==> config.mk <==
export PLATFORM = sky130hd
export DESIGN_NAME = keypad_set_digital_clock
export DESIGN_NICKNAME = d
export VERILOG_FILES = /design/src/kpsdc_pkg.sv /design/src/keypad_set_digital_clock.sv /design/src/kpsdc_ctrl.sv /design/src/kpsdc_dpath.sv
export SDC_FILE = /design/constraint.sdc
export NUM_CORES = 1
export LEC_CHECK = 0
export BUFFER_PORTS_ARGS = -buffer_cell sky130_fd_sc_hd__buf_2
export CAP_MARGIN = 15
export CORE_ASPECT_RATIO = 0.6
export CORE_MARGIN = 2
export CORE_UTILIZATION = 55
export CTS_CLUSTER_DIAMETER = 40
export CTS_CLUSTER_SIZE = 25
export DETAILED_ROUTE_END_ITERATION = 16
export PLACE_DENSITY = 0.78
export SETUP_SLACK_MARGIN = 0.15
export SYNTH_ARGS = -nofsm -noshare
export SYNTH_HDL_FRONTEND = slang
export SYNTH_SLANG_ARGS = --single-unit
==> constraint.sdc <==
create_clock -name clock -period 4.53 [get_ports clock]
set_clock_uncertainty 0.1 [all_clocks]
set_input_delay 0.2265 -clock clock [delete_from_list [all_inputs] [get_ports clock]]
set_output_delay 0.2265 -clock clock [all_outputs]
set_load 0.05 [all_outputs]
==> src/kpsdc_pkg.sv <==
// Package for the keypad-set digital clock: shared types, codes and the row decoder.
// Used by kpsdc_ctrl, kpsdc_dpath and keypad_set_digital_clock; depends on nothing.
package kpsdc_pkg;

   localparam int ROW_W    = 12;
   localparam int HOUR_W   = 5;
   localparam int MINUTE_W = 6;
   localparam int SECOND_W = 6;
   localparam int KEY_W    = 4;
   localparam int WEIGHT_W = 10;
   localparam int TICK_W   = 16;
   localparam int NUM_ROWS = 4;
   localparam int NUM_COLS = 3;

   localparam logic [HOUR_W-1:0]   HOUR_MAX   = 5'd23;
   localparam logic [MINUTE_W-1:0] MINUTE_MAX = 6'd59;
   localparam logic [SECOND_W-1:0] SECOND_MAX = 6'd59;
   localparam logic [WEIGHT_W-1:0] WEIGHT_MAX = 10'd1023;

   localparam logic [WEIGHT_W-1:0] HOLD_THRESHOLD_RESET   = 10'd500;
   localparam logic [TICK_W-1:0]   TICKS_PER_SECOND_RESET = 16'd1000;

   // Configuration register indexes
   localparam logic CSR_HOLD_THRESHOLD   = 1'b0;
   localparam logic CSR_TICKS_PER_SECOND = 1'b1;

   // Key codes
   localparam logic [KEY_W-1:0] KEY_NONE        = 4'd0;
   localparam logic [KEY_W-1:0] KEY_HOUR_UP     = 4'd1;
   localparam logic [KEY_W-1:0] KEY_MINUTE_UP   = 4'd2;
   localparam logic [KEY_W-1:0] KEY_SECOND_UP   = 4'd3;
   localparam logic [KEY_W-1:0] KEY_HOUR_DOWN   = 4'd4;
   localparam logic [KEY_W-1:0] KEY_MINUTE_DOWN = 4'd5;
   localparam logic [KEY_W-1:0] KEY_SECOND_DOWN = 4'd6;
   localparam logic [KEY_W-1:0] KEY_IDLE_MARK   = 4'd12;

   localparam logic [KEY_W-1:0] KEY_CODES [NUM_ROWS][NUM_COLS] = '{
      '{4'd1,  4'd2, 4'd3},
      '{4'd4,  4'd5, 4'd6},
      '{4'd7,  4'd8, 4'd9},
      '{4'd10, 4'd0, 4'd11}
   };

   typedef enum logic [2:0] {
      ST_IDLE,
      ST_TICK_COUNT,
      ST_TICK_ADVANCE,
      ST_SCAN_DECODE,
      ST_SCAN_FIRE,
      ST_FINISH
   } state_type;

   typedef struct packed {
      logic latch_in;
      logic tick_step;
      logic advance_time;
      logic scan_step;
      logic fire_step;
      logic load_rsp;
   } cmd_type;

   typedef struct packed {
      logic rsp_free;
      logic second_due;
   } status_type;

   // One-hot rows decode to a key; later rows override earlier ones.
   function automatic logic [KEY_W-1:0] decode_keys(input logic [ROW_W-1:0] bits);
      logic [KEY_W-1:0] code;
      logic [NUM_COLS-1:0] col;
      code = KEY_NONE;
      for (int r = 0; r < NUM_ROWS; r++) begin
         col = bits[NUM_COLS*r +: NUM_COLS];
         case (col)
            3'b001:  code = KEY_CODES[r][0];
            3'b010:  code = KEY_CODES[r][1];
            3'b100:  code = KEY_CODES[r][2];
            default: code = code;
         endcase
      end
      return code;
   endfunction

endpackage

==> src/keypad_set_digital_clock.sv <==
// Top level of the keypad-set digital clock: 24-hour clock set by a debounced keypad.
// Depends on kpsdc_pkg, kpsdc_ctrl and kpsdc_dpath.
//
//   group | dir | handshake             | payload
//   ------+-----+-----------------------+----------------------------------------------
//   req   | in  | req_tvalid/req_tready | tdata: row_bits; tuser: kind
//   rsp   | out | rsp_tvalid/rsp_tready | tdata: hours, minutes, seconds; tuser: refresh
//   csr   | in  | csr_valid/csr_ready   | csr_index: register, csr_data: value
//
// With the result side free, the controller walks idle, two work steps and a finish step
// for ticks and scans alike, and accepts the next item only once it is back in idle.
// Reset (synchronous) zeroes the time and tick count, clears key weights and loads the
// hold threshold with 500 and the ticks per second with 1000; no clearing pass is needed.
// A result waiting in the output register does not block work on the next item; only the
// finish step holds until rsp_tready frees the register. Configuration is always ready.
module keypad_set_digital_clock (
   input  logic        clock,
   input  logic        reset,
   // item input
   input  logic        req_tvalid,
   output logic        req_tready,
   input  logic [15:0] req_tdata,   // [11:0] row_bits, [15:12] zero
   input  logic        req_tuser,   // [0] kind: 0 tick, 1 keypad scan
   // result output
   output logic        rsp_tvalid,
   input  logic        rsp_tready,
   output logic [23:0] rsp_tdata,   // [4:0] hours, [10:5] minutes, [16:11] seconds, [23:17] zero
   output logic        rsp_tuser,   // [0] refresh
   // configuration writes
   input  logic        csr_valid,
   output logic        csr_ready,
   input  logic        csr_index,   // 0 hold_threshold, 1 ticks_per_second
   input  logic [15:0] csr_data
);

   kpsdc_pkg::cmd_type    cmd;
   kpsdc_pkg::status_type status;

   logic [kpsdc_pkg::HOUR_W-1:0]   rsp_hours;
   logic [kpsdc_pkg::MINUTE_W-1:0] rsp_minutes;
   logic [kpsdc_pkg::SECOND_W-1:0] rsp_seconds;

   // writes must land only while idle; the block itself does not enforce this, and csr_ready is tied high
   assign csr_ready = 1'b1;

   kpsdc_ctrl u_ctrl (
      .clock      (clock),
      .reset      (reset),
      .req_tvalid (req_tvalid),
      .req_kind   (req_tuser),
      .req_tready (req_tready),
      .status     (status),
      .cmd        (cmd)
   );

   kpsdc_dpath u_dpath (
      .clock       (clock),
      .reset       (reset),
      .cmd         (cmd),
      .status      (status),
      .row_bits    (req_tdata[kpsdc_pkg::ROW_W-1:0]),
      .csr_valid   (csr_valid),
      .csr_index   (csr_index),
      .csr_data    (csr_data),
      .rsp_tready  (rsp_tready),
      .rsp_tvalid  (rsp_tvalid),
      .rsp_hours   (rsp_hours),
      .rsp_minutes (rsp_minutes),
      .rsp_seconds (rsp_seconds),
      .rsp_refresh (rsp_tuser)
   );

   // pack the time fields, lowest first, padded to whole bytes
   assign rsp_tdata = {7'b0, rsp_seconds, rsp_minutes, rsp_hours};

endmodule

==> src/kpsdc_ctrl.sv <==
// Controller for the keypad-set digital clock: sequences one item through the datapath.
// Depends on kpsdc_pkg (state, command and status types).
module kpsdc_ctrl (
   input  logic                   clock,
   input  logic                   reset,
   input  logic                   req_tvalid,
   input  logic                   req_kind,
   output logic                   req_tready,
   input  kpsdc_pkg::status_type  status,
   output kpsdc_pkg::cmd_type     cmd
);

   kpsdc_pkg::state_type state_ff, state_in;

   always_ff @(posedge clock) begin
      if (reset) begin
         state_ff <= kpsdc_pkg::ST_IDLE;
      end else begin
         state_ff <= state_in;
      end
   end

   always_comb begin
      state_in   = state_ff;
      cmd        = '0;
      req_tready = 1'b0;
      case (state_ff)
         kpsdc_pkg::ST_IDLE: begin
            req_tready = 1'b1;
            if (req_tvalid) begin
               cmd.latch_in = 1'b1;
               state_in = req_kind ? kpsdc_pkg::ST_SCAN_DECODE : kpsdc_pkg::ST_TICK_COUNT;
            end
         end
         kpsdc_pkg::ST_TICK_COUNT: begin
            cmd.tick_step = 1'b1;
            state_in = kpsdc_pkg::ST_TICK_ADVANCE;
         end
         kpsdc_pkg::ST_TICK_ADVANCE: begin
            // advance only when the count wrapped
            cmd.advance_time = status.second_due;
            state_in = kpsdc_pkg::ST_FINISH;
         end
         kpsdc_pkg::ST_SCAN_DECODE: begin
            cmd.scan_step = 1'b1;
            state_in = kpsdc_pkg::ST_SCAN_FIRE;
         end
         kpsdc_pkg::ST_SCAN_FIRE: begin
            cmd.fire_step = 1'b1;
            state_in = kpsdc_pkg::ST_FINISH;
         end
         kpsdc_pkg::ST_FINISH: begin
            // hold until the output register can take the item
            if (status.rsp_free) begin
               cmd.load_rsp = 1'b1;
               state_in = kpsdc_pkg::ST_IDLE;
            end
         end
         default: begin
            state_in = kpsdc_pkg::ST_IDLE;
         end
      endcase
   end

endmodule

==> src/kpsdc_dpath.sv <==
// Datapath for the keypad-set digital clock: time, tick counter, key debounce, output register.
// Depends on kpsdc_pkg (widths, key codes, decoder, command and status types).
module kpsdc_dpath (
   input  logic                               clock,
   input  logic                               reset,
   input  kpsdc_pkg::cmd_type                 cmd,
   output kpsdc_pkg::status_type              status,
   input  logic [kpsdc_pkg::ROW_W-1:0]        row_bits,
   input  logic                               csr_valid,
   input  logic                               csr_index,
   input  logic [kpsdc_pkg::TICK_W-1:0]       csr_data,
   input  logic                               rsp_tready,
   output logic                               rsp_tvalid,
   output logic [kpsdc_pkg::HOUR_W-1:0]       rsp_hours,
   output logic [kpsdc_pkg::MINUTE_W-1:0]     rsp_minutes,
   output logic [kpsdc_pkg::SECOND_W-1:0]     rsp_seconds,
   output logic                               rsp_refresh
);

   logic [kpsdc_pkg::WEIGHT_W-1:0] threshold_ff, threshold_in;
   logic [kpsdc_pkg::TICK_W-1:0]   tps_ff, tps_in;
   logic [kpsdc_pkg::TICK_W-1:0]   tick_count_ff, tick_count_in;
   logic [kpsdc_pkg::HOUR_W-1:0]   hour_ff, hour_in;
   logic [kpsdc_pkg::MINUTE_W-1:0] minute_ff, minute_in;
   logic [kpsdc_pkg::SECOND_W-1:0] second_ff, second_in;
   logic [kpsdc_pkg::KEY_W-1:0]    last_key_ff, last_key_in;
   logic [kpsdc_pkg::WEIGHT_W-1:0] weight_ff, weight_in;
   logic                           pushed_ff, pushed_in;
   logic                           due_ff, due_in;
   logic                           refresh_ff, refresh_in;
   logic [kpsdc_pkg::ROW_W-1:0]    row_ff, row_in;
   logic                           rsp_valid_ff, rsp_valid_in;
   logic [kpsdc_pkg::HOUR_W-1:0]   rsp_hours_ff, rsp_hours_in;
   logic [kpsdc_pkg::MINUTE_W-1:0] rsp_minutes_ff, rsp_minutes_in;
   logic [kpsdc_pkg::SECOND_W-1:0] rsp_seconds_ff, rsp_seconds_in;
   logic                           rsp_refresh_ff, rsp_refresh_in;

   logic [kpsdc_pkg::TICK_W:0]     tick_next;
   logic                           tick_wrap;
   logic [kpsdc_pkg::KEY_W-1:0]    key;

   assign tick_next = {1'b0, tick_count_ff} + {{kpsdc_pkg::TICK_W{1'b0}}, 1'b1};
   assign tick_wrap = tick_next >= {1'b0, tps_ff};
   assign key       = kpsdc_pkg::decode_keys(row_ff);

   assign status.rsp_free   = !rsp_valid_ff || rsp_tready;
   assign status.second_due = due_ff;

   always_comb begin
      threshold_in   = threshold_ff;
      tps_in         = tps_ff;
      tick_count_in  = tick_count_ff;
      hour_in        = hour_ff;
      minute_in      = minute_ff;
      second_in      = second_ff;
      last_key_in    = last_key_ff;
      weight_in      = weight_ff;
      pushed_in      = pushed_ff;
      due_in         = due_ff;
      refresh_in     = refresh_ff;
      row_in         = row_ff;
      rsp_valid_in   = rsp_valid_ff;
      rsp_hours_in   = rsp_hours_ff;
      rsp_minutes_in = rsp_minutes_ff;
      rsp_seconds_in = rsp_seconds_ff;
      rsp_refresh_in = rsp_refresh_ff;

      if (csr_valid) begin
         case (csr_index)
            kpsdc_pkg::CSR_HOLD_THRESHOLD:   threshold_in = csr_data[kpsdc_pkg::WEIGHT_W-1:0];
            kpsdc_pkg::CSR_TICKS_PER_SECOND: tps_in = csr_data;
            default: tps_in = tps_ff;
         endcase
      end

      if (cmd.latch_in) begin
         row_in = row_bits;
      end

      if (cmd.tick_step) begin
         due_in        = tick_wrap;
         refresh_in    = tick_wrap;
         tick_count_in = tick_wrap ? '0 : tick_next[kpsdc_pkg::TICK_W-1:0];
      end

      // seconds carry into minutes, minutes into hours, wrap at midnight
      if (cmd.advance_time) begin
         if (second_ff == kpsdc_pkg::SECOND_MAX) begin
            second_in = '0;
            if (minute_ff == kpsdc_pkg::MINUTE_MAX) begin
               minute_in = '0;
               hour_in = (hour_ff == kpsdc_pkg::HOUR_MAX) ? '0 : hour_ff + 1'b1;
            end else begin
               minute_in = minute_ff + 1'b1;
            end
         end else begin
            second_in = second_ff + 1'b1;
         end
      end

      // only the current key can carry weight, so one weight and one flag suffice
      if (cmd.scan_step) begin
         last_key_in = key;
         if (key == last_key_ff) begin
            if (weight_ff != kpsdc_pkg::WEIGHT_MAX) begin
               weight_in = weight_ff + 1'b1;
            end
         end else begin
            weight_in = '0;
            pushed_in = 1'b0;
         end
      end

      if (cmd.fire_step) begin
         refresh_in = 1'b0;
         if (weight_ff > threshold_ff) begin
            weight_in = '0;
            pushed_in = !pushed_ff;
            if (!pushed_ff) begin
               refresh_in = 1'b1;
               case (last_key_ff)
                  kpsdc_pkg::KEY_HOUR_UP:
                     if (hour_ff < kpsdc_pkg::HOUR_MAX) hour_in = hour_ff + 1'b1;
                  kpsdc_pkg::KEY_HOUR_DOWN:
                     if (hour_ff != '0) hour_in = hour_ff - 1'b1;
                  kpsdc_pkg::KEY_MINUTE_UP:
                     if (minute_ff < kpsdc_pkg::MINUTE_MAX) minute_in = minute_ff + 1'b1;
                  kpsdc_pkg::KEY_MINUTE_DOWN:
                     if (minute_ff != '0) minute_in = minute_ff - 1'b1;
                  kpsdc_pkg::KEY_SECOND_UP:
                     if (second_ff < kpsdc_pkg::SECOND_MAX) second_in = second_ff + 1'b1;
                  kpsdc_pkg::KEY_SECOND_DOWN:
                     if (second_ff != '0) second_in = second_ff - 1'b1;
                  default: hour_in = hour_ff;
               endcase
            end
         end
      end

      if (rsp_tready) begin
         rsp_valid_in = 1'b0;
      end
      if (cmd.load_rsp) begin
         rsp_valid_in   = 1'b1;
         rsp_hours_in   = hour_ff;
         rsp_minutes_in = minute_ff;
         rsp_seconds_in = second_ff;
         rsp_refresh_in = refresh_ff;
      end
   end

   always_ff @(posedge clock) begin
      if (reset) begin
         threshold_ff  <= kpsdc_pkg::HOLD_THRESHOLD_RESET;
         tps_ff        <= kpsdc_pkg::TICKS_PER_SECOND_RESET;
         tick_count_ff <= '0;
         hour_ff       <= '0;
         minute_ff     <= '0;
         second_ff     <= '0;
         last_key_ff   <= kpsdc_pkg::KEY_IDLE_MARK;
         weight_ff     <= '0;
         pushed_ff     <= 1'b0;
         due_ff        <= 1'b0;
         refresh_ff    <= 1'b0;
         rsp_valid_ff  <= 1'b0;
      end else begin
         threshold_ff  <= threshold_in;
         tps_ff        <= tps_in;
         tick_count_ff <= tick_count_in;
         hour_ff       <= hour_in;
         minute_ff     <= minute_in;
         second_ff     <= second_in;
         last_key_ff   <= last_key_in;
         weight_ff     <= weight_in;
         pushed_ff     <= pushed_in;
         due_ff        <= due_in;
         refresh_ff    <= refresh_in;
         rsp_valid_ff  <= rsp_valid_in;
      end
   end

   always_ff @(posedge clock) begin
      row_ff         <= row_in;
      rsp_hours_ff   <= rsp_hours_in;
      rsp_minutes_ff <= rsp_minutes_in;
      rsp_seconds_ff <= rsp_seconds_in;
      rsp_refresh_ff <= rsp_refresh_in;
   end

   assign rsp_tvalid  = rsp_valid_ff;
   assign rsp_hours   = rsp_hours_ff;
   assign rsp_minutes = rsp_minutes_ff;
   assign rsp_seconds = rsp_seconds_ff;
   assign rsp_refresh = rsp_refresh_ff;

   a_time_in_range: assert property (@(posedge clock) disable iff (reset)
      hour_ff <= kpsdc_pkg::HOUR_MAX && minute_ff <= kpsdc_pkg::MINUTE_MAX
      && second_ff <= kpsdc_pkg::SECOND_MAX)
      else $error("clock time left its range");

   a_load_only_when_free: assert property (@(posedge clock) disable iff (reset)
      cmd.load_rsp |-> (!rsp_valid_ff || rsp_tready))
      else $error("output register overwritten before it was taken");

   a_wrap_clears_count: assert property (@(posedge clock) disable iff (reset)
      cmd.tick_step && tick_wrap |=> tick_count_ff == '0 && due_ff)
      else $error("tick counter did not restart on a second boundary");

   a_fire_clears_weight: assert property (@(posedge clock) disable iff (reset)
      cmd.fire_step && weight_ff > threshold_ff |=> weight_ff == '0)
      else $error("key weight not cleared after crossing the threshold");

endmodule
# [Word-level counts from Yosys, hierarchy flattened]
# Cells that the tools add are included.
[op_classes] addsub=8 multipliers=0 n_div=0 magnitude_cmp=5 eq_ne=31 shift=0 n_mux=60 n_bitwise=1 reduce_logical=14
[op_table] cell="6-bit two-way mux" n=15
[op_table] cell="10-bit two-way mux" n=5
[op_table] cell="5-bit two-way mux" n=9
[op_table] cell="4-bit case mux with 3 select lines" n=2
[op_table] cell="6-bit case mux with 2 select lines" n=2
[op_table] cell="1-bit two-way mux" n=19
[op_table] cell="3-bit by 2-bit == test with 1-bit output, second input constant" n=6
[op_table] cell="3-bit == test, second input constant" n=6
[op_table] cell="16-bit by 1-bit adder with 17-bit output, second input constant" n=1
[op_table] cell="17-bit by 16-bit >= comparator with 1-bit output" n=1
[op_table] cell="16-bit two-way mux" n=1
[op_table] cell="3-bit by 1-bit == test with 1-bit output, second input constant" n=5
[op_table] cell="3-bit case mux with 5 select lines" n=1
[op_table] cell="5-bit case mux with 3 select lines" n=1
[op_table] cell="6-bit by 1-bit adder with 6-bit output, second input constant" n=2
[op_table] cell="4-bit by 3-bit == test with 1-bit output, second input constant" n=3
[op_table] cell="6-bit == test, second input constant" n=2
[op_table] cell="6-bit < comparator, second input constant" n=2
[op_table] cell="6-bit nonzero test" n=2
[op_table] cell="6-bit by 1-bit subtractor with 6-bit output, second input constant" n=2
[op_table] cell="10-bit by 1-bit adder with 10-bit output, second input constant" n=1
[op_table] cell="10-bit > comparator" n=1
[op_table] cell="10-bit inequality test, second input constant" n=1
[op_table] cell="3-bit case mux with 3 select lines" n=1
[op_table] cell="21 further kinds" n=28
[totals] register_bits=110 latchBits=0 ramBits=0 rom_bits=0 input_bits=39 output_inout_bits=28 wordCells=137 n_memories=0

# [Logic depth before layout (Yosys ltp)]
# Gate-level depths: netlist of the first run.
[depth] depth_word=10 ltp_mapped=14 ltp_nobuf=13

# [Cells and area by module]
# A second synthesis of the first run with hierarchy kept.
[hier_totals] hier_cells=796 area_unflattened_um2=6741.5
[modules_own_cells] mod="kpsdc_dpath" instances=1 cells_each=762 area_each_um2=6475.0 seq_area_each_um2=2442.3
[modules_own_cells] mod="kpsdc_ctrl" instances=1 cells_each=24 area_each_um2=198.9 seq_area_each_um2=60.1
[modules_own_cells] mod="keypad_set_digital_clock" instances=1 cells_each=10 area_each_um2=67.6 seq_area_each_um2=0.0

# [Least setup slack after synthesis of the first run]
# Ideal clock, no wire load.
[synth_timing] kind="register to register" start="register u_dpath.tick_count_ff[0] (netlist name)" end="register u_dpath.tick_count_ff[8] (netlist name)" setup_ps=64 t_arrival_ps=2976 required_ps=4366 slack_ps=1390 path_stages_with_launch=15 n_path_buf=1 period_less_slack_ps=3140 cell_sequence="dfxtp_1 -> ha_1 -> nand3_1 -> nor3_2 -> nand3_1 -> xnor2_1 -> ha_1 -> a21o_1 -> a21o_1 -> a21oi_1 -> o21ai_0 -> a22o_1 -> a211o_1 -> buf_2 -> nor2_1"
[synth_between] elab_chain_len=3
[synth_rtl] element="start, declared" line="kpsdc_dpath.sv:22" text="logic [kpsdc_pkg::TICK_W-1:0] tick_count_ff, tick_count_in;"
[synth_rtl] element="start signal, assigned" line="kpsdc_dpath.sv:169" text="tick_count_ff <= tick_count_in;"
[synth_rtl] element="16-bit by 1-bit adder with 17-bit output *" line="kpsdc_dpath.sv:42" text="assign tick_next = {1'b0, tick_count_ff} + {{kpsdc_pkg::TICK_W{1'b0}}, 1'b1};"
[synth_rtl] element="17-bit by 16-bit >= comparator with 1-bit output" line="kpsdc_dpath.sv:43" text="assign tick_wrap = tick_next >= {1'b0, tps_ff};"
[synth_rtl] element="16-bit two-way mux *" line="kpsdc_dpath.sv:83" text="tick_count_in = tick_wrap ? '0 : tick_next[kpsdc_pkg::TICK_W-1:0];"
# Mark *: on every way between the ends. The rest lies on a longest branch, timed or not.
# A chain may end at the register's enable or synchronous reset.

# [Worst setup path in the final report of the first run]
[layout_timing] start="register u_dpath.tick_count_ff[0] (netlist name)" end="register u_dpath.tick_count_ff[7] (netlist name)"
# The elaborated chain is that of the path after synthesis.

==> flow_summary_export.csv, run 1 <==
group,metric,value,unit
sta,final.setup.tns,0,ns
floorplan,coreArea,12100,sq um
logic_synthesis,synth.area.top_cells,"dfxtp_1 (23%), edfxtp_1 (13%), ha_1 (6.5%), nand2_1 (5.7%), nor2_1 (4.7%)",
sta,grt_setup_unrepaired,"no",
power_and_ir_drop,irDropWorstVdd,178,uV
sta,fin_crit,3.41,ns
logic_synthesis,syn_area_per_cell,8.18,sq um
logic_synthesis,synth.most_common_cell,"nand2_1",
sta,tightest_slew,0.933,ns
global_route,track_usage,25.1,%
global_route,antenna_found_initial,0,
layout,area_growth,10.9,%
min_path,min_from,"csr_data[13]",
clock_network,cts_tree,"yes",
route,drtIter0Drc,760,
global_route,grt_pass1_wl,27300,um
route,route.detailed.drc,0,
route,wl_per_cell,15.7,um
floorplan,start_util,56.9,%
setup_path,slowest_stage,"a211o_1",
layout,drive_gt1_share,10.1,%
setup_path,end_kind,"register",
global_route,grt_util_met2,34.3,%
sta,hold_viol_final,0,
logic_synthesis,yosys.area.top_type,"dfxtp_1",
layout,final_area,7660,sq um
sta,slew_violations,0,
job,drv_cap,0,
logic_synthesis,ys_types,79,
logic_synthesis,synth_top_cell_area_share,23.2,%
clock_network,post_cts_resized,0,
floorplan,chipHeight,90.8,um
global_route,grt_start_max_net_pins,44,
clock_network,clk_pin_slew,0.07,ns
placed_design,placed_cells,1022,
placed_design,portBuffers,54,
logic_synthesis,synthCells,845,
sta,slew_headroom,37.8,%
floorplan,io_pins,67,
clock_network,cts_max_level,3,
clock_network,cts.sinks,110,
global_route,grt_use_met3,5.71,%
layout,final_nets,959,
route,via_per_inst,5.92,
clock_network,insertion_delay,0.36,ns
setup_path,max_stage_delay,0.49,ns
setup_path,critical_path_class,"reg -> reg",
sta,timing.final.crit_share,75.3,%
clock_network,root_buffer,"clkbuf_16",
global_route,grt_pass1_vias,5368,
setup_path,rr_startpoint,"u_dpath.tick_count_ff[0]",
logic_synthesis,synth_area,6910,sq um
setup_path,cp_max_fo,16,
placed_design,place_ws,1.14,ns
floorplan,rows,31,
sta,fmax,293,MHz
layout,diodes,0,
floorplan,die_w,149,um
power_and_ir_drop,powerDensity,285,nW/um^2
clock_network,cts_made_buffers,9,
route,ant_nets,0,
logic_synthesis,synth-async-reset-ratio,0,%
logic_synthesis,seq_area_frac_synth,36.2,%
clock_network,cts_buffer_depth,2,
setup_path,startpoint,"u_dpath.tick_count_ff[0]",
min_path,hp-class,"in -> reg",
logic_synthesis,synth_top_flop_cell,"dfxtp_1",
setup_path,cp.required,4.71,ns
sta,setup_slack,1.12,ns
floorplan,die-area,13500,sq um
run_status,outcome,"completed",
global_route,grt-busiest-layer,"met1",
setup_path,crit_chain,"ha_1 > nand3_1 > nor3_2 > buf_4 > nand3_1 > xnor2_1 > ha_1 > a21o_1 > a21o_1 > a21oi_1 > o21ai_0 > a22o_1 > a211o_1 > nor2_1",
route,routed_wirelength,16600,um
logic_synthesis,synth_edf_count,30,
layout,finalCoreUtilization,63.1,%
placed_design,gp_congestion,0.947,
layout,stdcell_count,1054,
layout,fillers,1070,
route,vias,6243,
setup_path,arrival,3.60,ns
placed_design,dp_hpwl,11800,um
global_route,grt_overflow,0,
setup_path,start_kind,"register",
sta,finalSetupViolCount,0,
power_and_ir_drop,leakage,0.00299,uW
logic_synthesis,ys_ff_latch,110,
route,firstDrtPassIters,5,
logic_synthesis,yosysWarnings,0,
global_route,met1_usage,39.3,%
placed_design,placed_cell_area,7200,sq um
logic_synthesis,synth_common_cells,"nand2_1 (105), nor2_1 (86), dfxtp_1 (80), a21oi_1 (58), o21ai_0 (43)",
-- critical path, delay by kind of cell (launching register included) --
kind,cells,cell delay (ns)
xor+xnor,1,0.15
flops,1,0.40
compound gates,6,1.28
simple gates,4,0.70
buf+inv,1,0.17
fa+ha+maj,2,0.53
-- cell type report --
class                           count  area [sq um]  area share [%]
Clock inverter                      5          57.6           0.751
Multi-Input combinational cell    645          4020            52.4
Timing Repair Buffer               75           473            6.17
Clock buffer                       11           244            3.18
Sequential cell                   110          2500            32.7
Tap cell                          165           206            2.69
Inverter                           43           161            2.11
-- timing repair --
| action | CTS | global route |
|---|---|---|
| hold buffers | 15 | 0 |
| buffers inserted | 0 | 0 |
| endpoints found under the hold margin | 15 | 0 |
-- metal layers --
| layer | wire length [um] | vias up |
|---|---|---|
| li1 | - | 3116 |
| met1 | 8470 | 2843 |
| met2 | 6630 | 268 |
| met3 | 1350 | 16 |
| met4 | 148 | 0 |
| met5 | 0 | - |
-- stage by stage --
step | total power, uW | hold WS, ns
finish | 2180 | 0.00868
global route | 2270 | 0.00900
CTS | 2190 | 0.00134
detailed placement | 1380 | 0.305
global placement | 1370 | 0.303
floorplan | 1310 | 0.225
-- kinds of logic after synthesis --
group                      after synthesis  synth area share (%)
adders and majority gates               36                  6.52
and+or+nand+nor                        327                  22.7
AOI/OAI and AO/OA                      221                  21.6
other                                    2                 0.109
buffers and inverters                   96                  5.97
muxes                                    7                  1.03
xor gates and xnor gates                46                  5.83
DFF                                    110                  36.2
-- state kept, by name (all words and copies together), names as in the netlist, 6 cells and up --
register,count
u_dpath.minute_ff,6
u_dpath.row_ff,12
u_dpath.rsp_minutes,6
u_dpath.rsp_seconds,6
u_dpath.second_ff,6
u_dpath.threshold_ff,10
u_dpath.tick_count_ff,16
u_dpath.tps_ff,16
u_dpath.weight_ff,10
-- cells in the final DEF, fill, tap and decap left out, drive strengths merged, types with 22 or more instances in the layout --
| cell | n |
|---|---|
| a21oi | 58 |
| xor2 | 24 |
| ha | 36 |
| buf | 60 |
| o21ai | 45 |
| nor2 | 87 |
| nor3 | 22 |
| inv | 43 |
| xnor2 | 22 |
| nand2 | 105 |
| edfxtp | 30 |
| nand3 | 33 |
| dfxtp | 80 |
-- worst paths after layout --
kind         slack [ns]                  endpoint  cells past startpoint
min reg2reg        0.35       u_dpath.rsp_refresh                      0
max                1.12  u_dpath.tick_count_ff[7]                     14
max reg2reg        1.12  u_dpath.tick_count_ff[7]                     14
min               0.009        u_dpath.tps_ff[13]                      3
-- power breakdown --
| part | internal (uW) | total [uW] | switching [uW] | leakage, uW |
|---|---|---|---|---|
| combinational | 104 | 289 | 185 | 0.00191 |
| sequential | 1050 | 1090 | 40.6 | 0.000928 |
| clock | 448 | 808 | 361 | 0.000153 |
Note: power is estimated with default switching activity, not from simulation.
==> inputs of run 2 (changes only) <==
- clock period: 4.53 -> 3.2 ns (I/O delays scaled with it)
==> run 2 against run 1 <==
  * Sequential power rose by 40%
  * Flip-flop and latch count did not move
  * Non-clock buffer count rose by 39
  * Maximum frequency up 14%
  * Global-route usage up 0.68 points
  * Largest cell class unchanged
  * Final cell count is 3.7% higher
  * Power is 44% higher
  * Clock-buffer cell count stayed put
  * Critical endpoint is now u_dpath.tick_count_ff[4]
  * Die area unchanged
  * Wire length up 5.6%
==> flow_summary_export.csv, run 2 (synthesis results as in run 1) <==
group,metric,value,unit
clock_network,cts_tree,"yes",
sta,hold_viol_final,0,
placed_design,portBuffers,54,
route,route.detailed.drc,0,
global_route,grt_pass1_wl,28300,um
setup_path,arrival,3.18,ns
placed_design,dp_hpwl,12300,um
clock_network,cts_made_buffers,9,
setup_path,reg2reg_to,"u_dpath.tick_count_ff[4]",
clock_network,cts.sinks,110,
sta,finalSetupViolCount,0,
clock_network,root_buffer,"clkbuf_16",
job,drv_cap,0,
setup_path,ff2ff_path_depth,13,
setup_path,cp.required,3.38,ns
route,routed_wirelength,17500,um
power_and_ir_drop,irDropWorstVdd,291,uV
route,vias,6553,
clock_network,cts_max_level,3,
route,firstDrtPassIters,5,
layout,seq_area,2520,sq um
setup_path,cp_max_fo,9,
floorplan,rows,31,
min_path,whs_endpoint,"u_ctrl.state_ff[1]",
route,via_per_inst,6.00,
floorplan,die_w,149,um
floorplan,coreArea,12100,sq um
layout,fillers,973,
floorplan,start_util,56.9,%
run_status,outcome,"completed",
power_and_ir_drop,leakage,0.00321,uW
setup_path,max_stage_delay,0.38,ns
route,wl_per_cell,16.0,um
setup_path,end_kind,"register",
setup_path,crit_chain,"ha_4 > nand3_4 > buf_4 > nor2_1 > xor2_1 > ha_1 > a21o_1 > a21o_1 > a221oi_1 > o21ai_1 > a211o_1 > buf_6 > nor2_1",
placed_design,place_ws,0.0218,ns
global_route,track_usage,25.7,%
layout,multi_input_area,4120,sq um
clock_network,clk_pin_slew,0.07,ns
route,drtIter0Drc,651,
layout,reg.largest.list,"u_dpath.tick_count_ff: 16 flops, u_dpath.tps_ff: 16 flops, u_dpath.row_ff: 12 flops",
min_path,min_from,"req_tuser",
layout,final_cell_mix,"nand2_1 (105), nor2_1 (83), dfxtp_1 (73)",
floorplan,io_pins,67,
placed_design,gp_congestion,0.988,
global_route,grt_overflow,0,
sta,timing.final.crit_share,93.7,%
min_path,hp-class,"in -> reg",
clock_network,cts_buffer_depth,2,
global_route,grt_pass1_vias,5570,
setup_path,critical_path_class,"reg -> reg",
sta,setup_slack,0.202,ns
sta,grt_setup_unrepaired,"yes",
clock_network,insertion_delay,0.35,ns
power_and_ir_drop,powerDensity,387,nW/um^2
route,ant_nets,0,
layout,layout_commonest_cell,"nand2_1",
global_route,antenna_found_initial,0,
min_path,holdPathStages,3,
sta,final.setup.tns,0,ns
floorplan,chipHeight,90.8,um
layout,diodes,0,
layout,drive_gt1_share,14.9,%
setup_path,timing.reg2reg.setup_slack,0.20,ns
sta,slew_violations,0,
setup_path,slowest_stage,"dfxtp_4",
layout,final_nets,998,
sta,slew_headroom,38.3,%
layout,area_growth,17.4,%
global_route,grt_start_max_net_pins,24,
setup_path,startpoint,"u_dpath.tick_count_ff[0]",
sta,tightest_slew,0.926,ns
sta,fin_crit,3.00,ns
setup_path,start_kind,"register",
setup_path,rr_startpoint,"u_dpath.tick_count_ff[0]",
floorplan,die-area,13500,sq um
sta,fmax,334,MHz
-- run 2: where the power goes --
group / switching, uW / internal, uW
Combinational: 277 / 169
Clock: 527 / 639
Sequential: 51.7 / 1480
-- run 2: timing repair --
action | 4_1_cts | 5_1_grt
buffers inserted | 0 | 7
resized for setup | 7 | 26
hold endpoints to repair | 38 | 0
hold buffers | 28 | 0
gates cloned | 0 | 0
pin swaps | 0 | 12
setup endpoints to repair | 17 | 18
-- run 2: metrics by stage --
stage          power [uW]  std cells  utilization, %  cell area (sq um)  hold WS (ns)
2_1_floorplan        1860        851               -               6940         0.159
3_3_place_gp         1950       1042            60.6               7350         0.236
3_5_place_dp         1960       1042            60.6               7350         0.238
4_1_cts              3140       1086            65.6               7960        0.0412
5_1_grt              3260       1093            66.8               8110        0.0527
6_report             3140       1093            66.8               8110        0.0416
-- run 2: critical path: cells and delay by family, from the launching register on --
kind | cells | cell delay (ns)
AO/OA/AOI/OAI | 5 | 1.18
XOR/XNOR | 1 | 0.18
adder cells (fa/ha/maj) | 2 | 0.42
buffers and inverters | 2 | 0.30
flip-flops | 1 | 0.38
AND/OR/NAND/NOR | 3 | 0.36
-- run 2: worst max path at each step --
stage	to	slack, ns	cells past startpoint
2_1_floorplan	u_dpath.tick_count_ff[8]	0.17	14
3_3_place_gp	u_dpath.tick_count_ff[12]	0.12	14
3_5_place_dp	u_dpath.tick_count_ff[1]	0.02	12
4_1_cts	u_dpath.tick_count_ff[1]	0.15	14
5_1_grt	u_dpath.tick_count_ff[7]	0.13	14
6_report	u_dpath.tick_count_ff[4]	0.20	13
-- run 2: layout make-up --
type / instances / area share [%]
inverters: 43 / 1.99
clock inverters: 5 / 0.786
flip-flops and latches: 110 / 31.0
multi-input cells: 645 / 50.8
clock buffers: 11 / 2.99
well taps: 165 / 2.54
repair buffers: 114 / 9.84
-- run 2: metal layers --
metal  share of wire (%)  track usage [%]  vias to the layer above
met2                  41             35.3                      319
met3                 9.6             5.15                       15
met4                0.76             3.89                        0
li1                    -                -                     3181
met1                  49             41.5                     3038
met5                   0                0                        -
==> inputs of run 3 (changes only) <==
- CORE_ASPECT_RATIO: 0.6 -> 1.1
- CORE_MARGIN: 2 -> unset
==> run 3 against run 2 <==
  * Non-clock buffer count decreased by 14
  * Clock power fell by 9%
  * Register-to-register slack improved by 0.04 ns
  * Wire length fell by 7.6%
  * Sequential share of layout area up 0.72 points
  * Final cell count decreased by 2.3%
  * Global-route usage grew 0.18 points
  * Utilization is 1.7 points lower
  * Combinational power fell by 2%
  * Sequential power hardly changed
  * Critical path type unchanged
  * Largest cell class unchanged
  * Highest routed layer unchanged
==> flow_summary_export.csv, run 3 (synthesis results as in run 1) <==
group,metric,value,unit
setup_path,reg2reg_to,"u_dpath.tick_count_ff[1]",
layout,final_cell_mix,"nand2_1 (105), nor2_1 (83), dfxtp_1 (76)",
clock_network,cts_buffer_depth,2,
layout,reg.largest.list,"u_dpath.tick_count_ff: 16 flops, u_dpath.tps_ff: 16 flops, u_dpath.row_ff: 12 flops",
floorplan,io_pins,67,
sta,whs,0.0561,ns
clock_network,cts_max_level,3,
sta,timing.final.crit_share,92.5,%
global_route,grt_start_max_net_pins,43,
global_route,track_usage,25.9,%
placed_design,gp_congestion,0.914,
placed_design,place_ws,0.144,ns
floorplan,coreArea,12100,sq um
floorplan,die_w,109,um
sta,setup_slack,0.239,ns
power_and_ir_drop,leakage,0.00310,uW
route,firstDrtPassIters,5,
setup_path,start_kind,"register",
clock_network,cts_made_buffers,9,
global_route,grt_pass1_vias,5845,
layout,area_growth,14.5,%
clock_network,root_buffer,"clkbuf_16",
route,wl_per_cell,15.2,um
setup_path,cp_max_fo,8,
clock_network,cts.sinks,110,
sta,fmax,338,MHz
floorplan,die-area,13000,sq um
floorplan,start_util,56.9,%
global_route,antenna_found_initial,0,
global_route,grt_use_met3,3.53,%
floorplan,rows,42,
placed_design,dp_hpwl,11100,um
setup_path,cp.required,3.37,ns
setup_path,ff2ff_path_depth,14,
global_route,grt_util_met2,43.0,%
sta,slew_violations,0,
setup_path,arrival,3.13,ns
clock_network,insertion_delay,0.34,ns
power_and_ir_drop,irDropWorstVdd,355,uV
placed_design,portBuffers,54,
setup_path,rr_startpoint,"u_dpath.tick_count_ff[0]",
layout,layout_commonest_cell,"nand2_1",
min_path,min_from,"req_tvalid",
job,drv_cap,0,
global_route,grt_pass1_wl,27100,um
route,ant_nets,0,
floorplan,chipHeight,120,um
global_route,met1_usage,34.0,%
clock_network,cts_tree,"yes",
global_route,grt_overflow,0,
layout,finalCoreUtilization,65.2,%
sta,finalSetupViolCount,0,
sta,final.setup.tns,0,ns
sta,grt_setup_unrepaired,"yes",
route,drtIter0Drc,457,
placed_design,placed_cells,1024,
setup_path,end_kind,"register",
setup_path,critical_path_class,"reg -> reg",
run_status,outcome,"completed",
route,routed_wirelength,16200,um
setup_path,timing.reg2reg.setup_slack,0.24,ns
clock_network,clk_pin_slew,0.08,ns
layout,final_nets,984,
clock_network,post_cts_buffers,0,
min_path,holdPathStages,3,
sta,hold_viol_final,0,
layout,stdcell_count,1068,
global_route,grt-busiest-layer,"met2",
layout,drive_gt1_share,12.8,%
layout,diodes,0,
sta,tightest_slew,1.16,ns
route,vias,6315,
layout,fillers,995,
power_and_ir_drop,powerDensity,383,nW/um^2
sta,fin_crit,2.96,ns
min_path,hp-class,"in -> reg",
sta,slew_headroom,22.8,%
min_path,whs_endpoint,"u_ctrl.state_ff[1]",
route,route.detailed.drc,0,
route,via_per_inst,5.91,
run 3: changes by cell type in the layout (fill, tap and decap cells not counted), sizes merged:
cell / change
bufinv: -1
clkinv: +2
clkbuf: -2
buf: -14
clkinvlp: +2
inv: -1
run 3: critical path: stages (launching register included):
cell and delay [ns]:
dfxtp_4 0.37, ha_4 0.16, nand3_4 0.11, nor3_4 0.21, nand3_1 0.11, xnor2_1 0.15
ha_1 0.30, a21o_1 0.19, a21o_1 0.18, a21oi_2 0.12, o21ai_0 0.10, a22o_1 0.20
a211o_1 0.29, buf_4 0.17, a21oi_1 0.11
run 3: worst max-delay path by stage:
stage	from	endpoint	slack, ns	depth (start not counted)
after floorplan	u_dpath.tick_count_ff[0]	u_dpath.tick_count_ff[8]	0.17	14
after global placement	u_dpath.tick_count_ff[0]	u_dpath.tick_count_ff[1]	0.24	14
after detailed placement	u_dpath.tick_count_ff[0]	u_dpath.tick_count_ff[4]	0.14	12
after CTS	u_dpath.weight_ff[7]	u_dpath.minute_ff[5]	0.15	8
after global routing	u_dpath.tick_count_ff[0]	u_dpath.tick_count_ff[1]	0.10	13
final	u_dpath.tick_count_ff[0]	u_dpath.tick_count_ff[1]	0.24	14
run 3: per-stage QoR:
| stage | power [uW] | area [sq um] |
|---|---|---|
| 2_1_floorplan | 1860 | 6940 |
| 3_3_place_gp | 1950 | 7290 |
| 3_5_place_dp | 1960 | 7290 |
| 4_1_cts | 3030 | 7850 |
| 5_1_grt | 3150 | 7910 |
| 6_report | 3030 | 7910 |
run 3: cell type report:
cell class	instances	area, sq um	share of cell area, %
Clock inverter	7	48.8	0.617
Multi-Input combinational cell	645	4090	51.6
Inverter	43	161	2.04
Timing Repair Buffer	100	686	8.67
Clock buffer	9	225	2.85
Tap cell	154	193	2.44
Sequential cell	110	2510	31.8
run 3: where the power goes:
part	internal, uW	switching, uW
Clock	531	533
Sequential	1480	49.9
Combinational	167	268
Total	2180	851
run 3: layer usage:
metal  vias to the layer above  wire length, um
met2                       216             7830
met4                         0              379
met3                        33              823
met5                         -                0
li1                       3154                -
met1                      2912             7160
run 3: what timing repair did:
action	CTS	global route
cloned	0	0
hold buffers	28	0
gates resized for setup	2	18
endpoints found under the hold margin	38	0
pin swaps	0	1
endpoints found under the setup margin	16	21
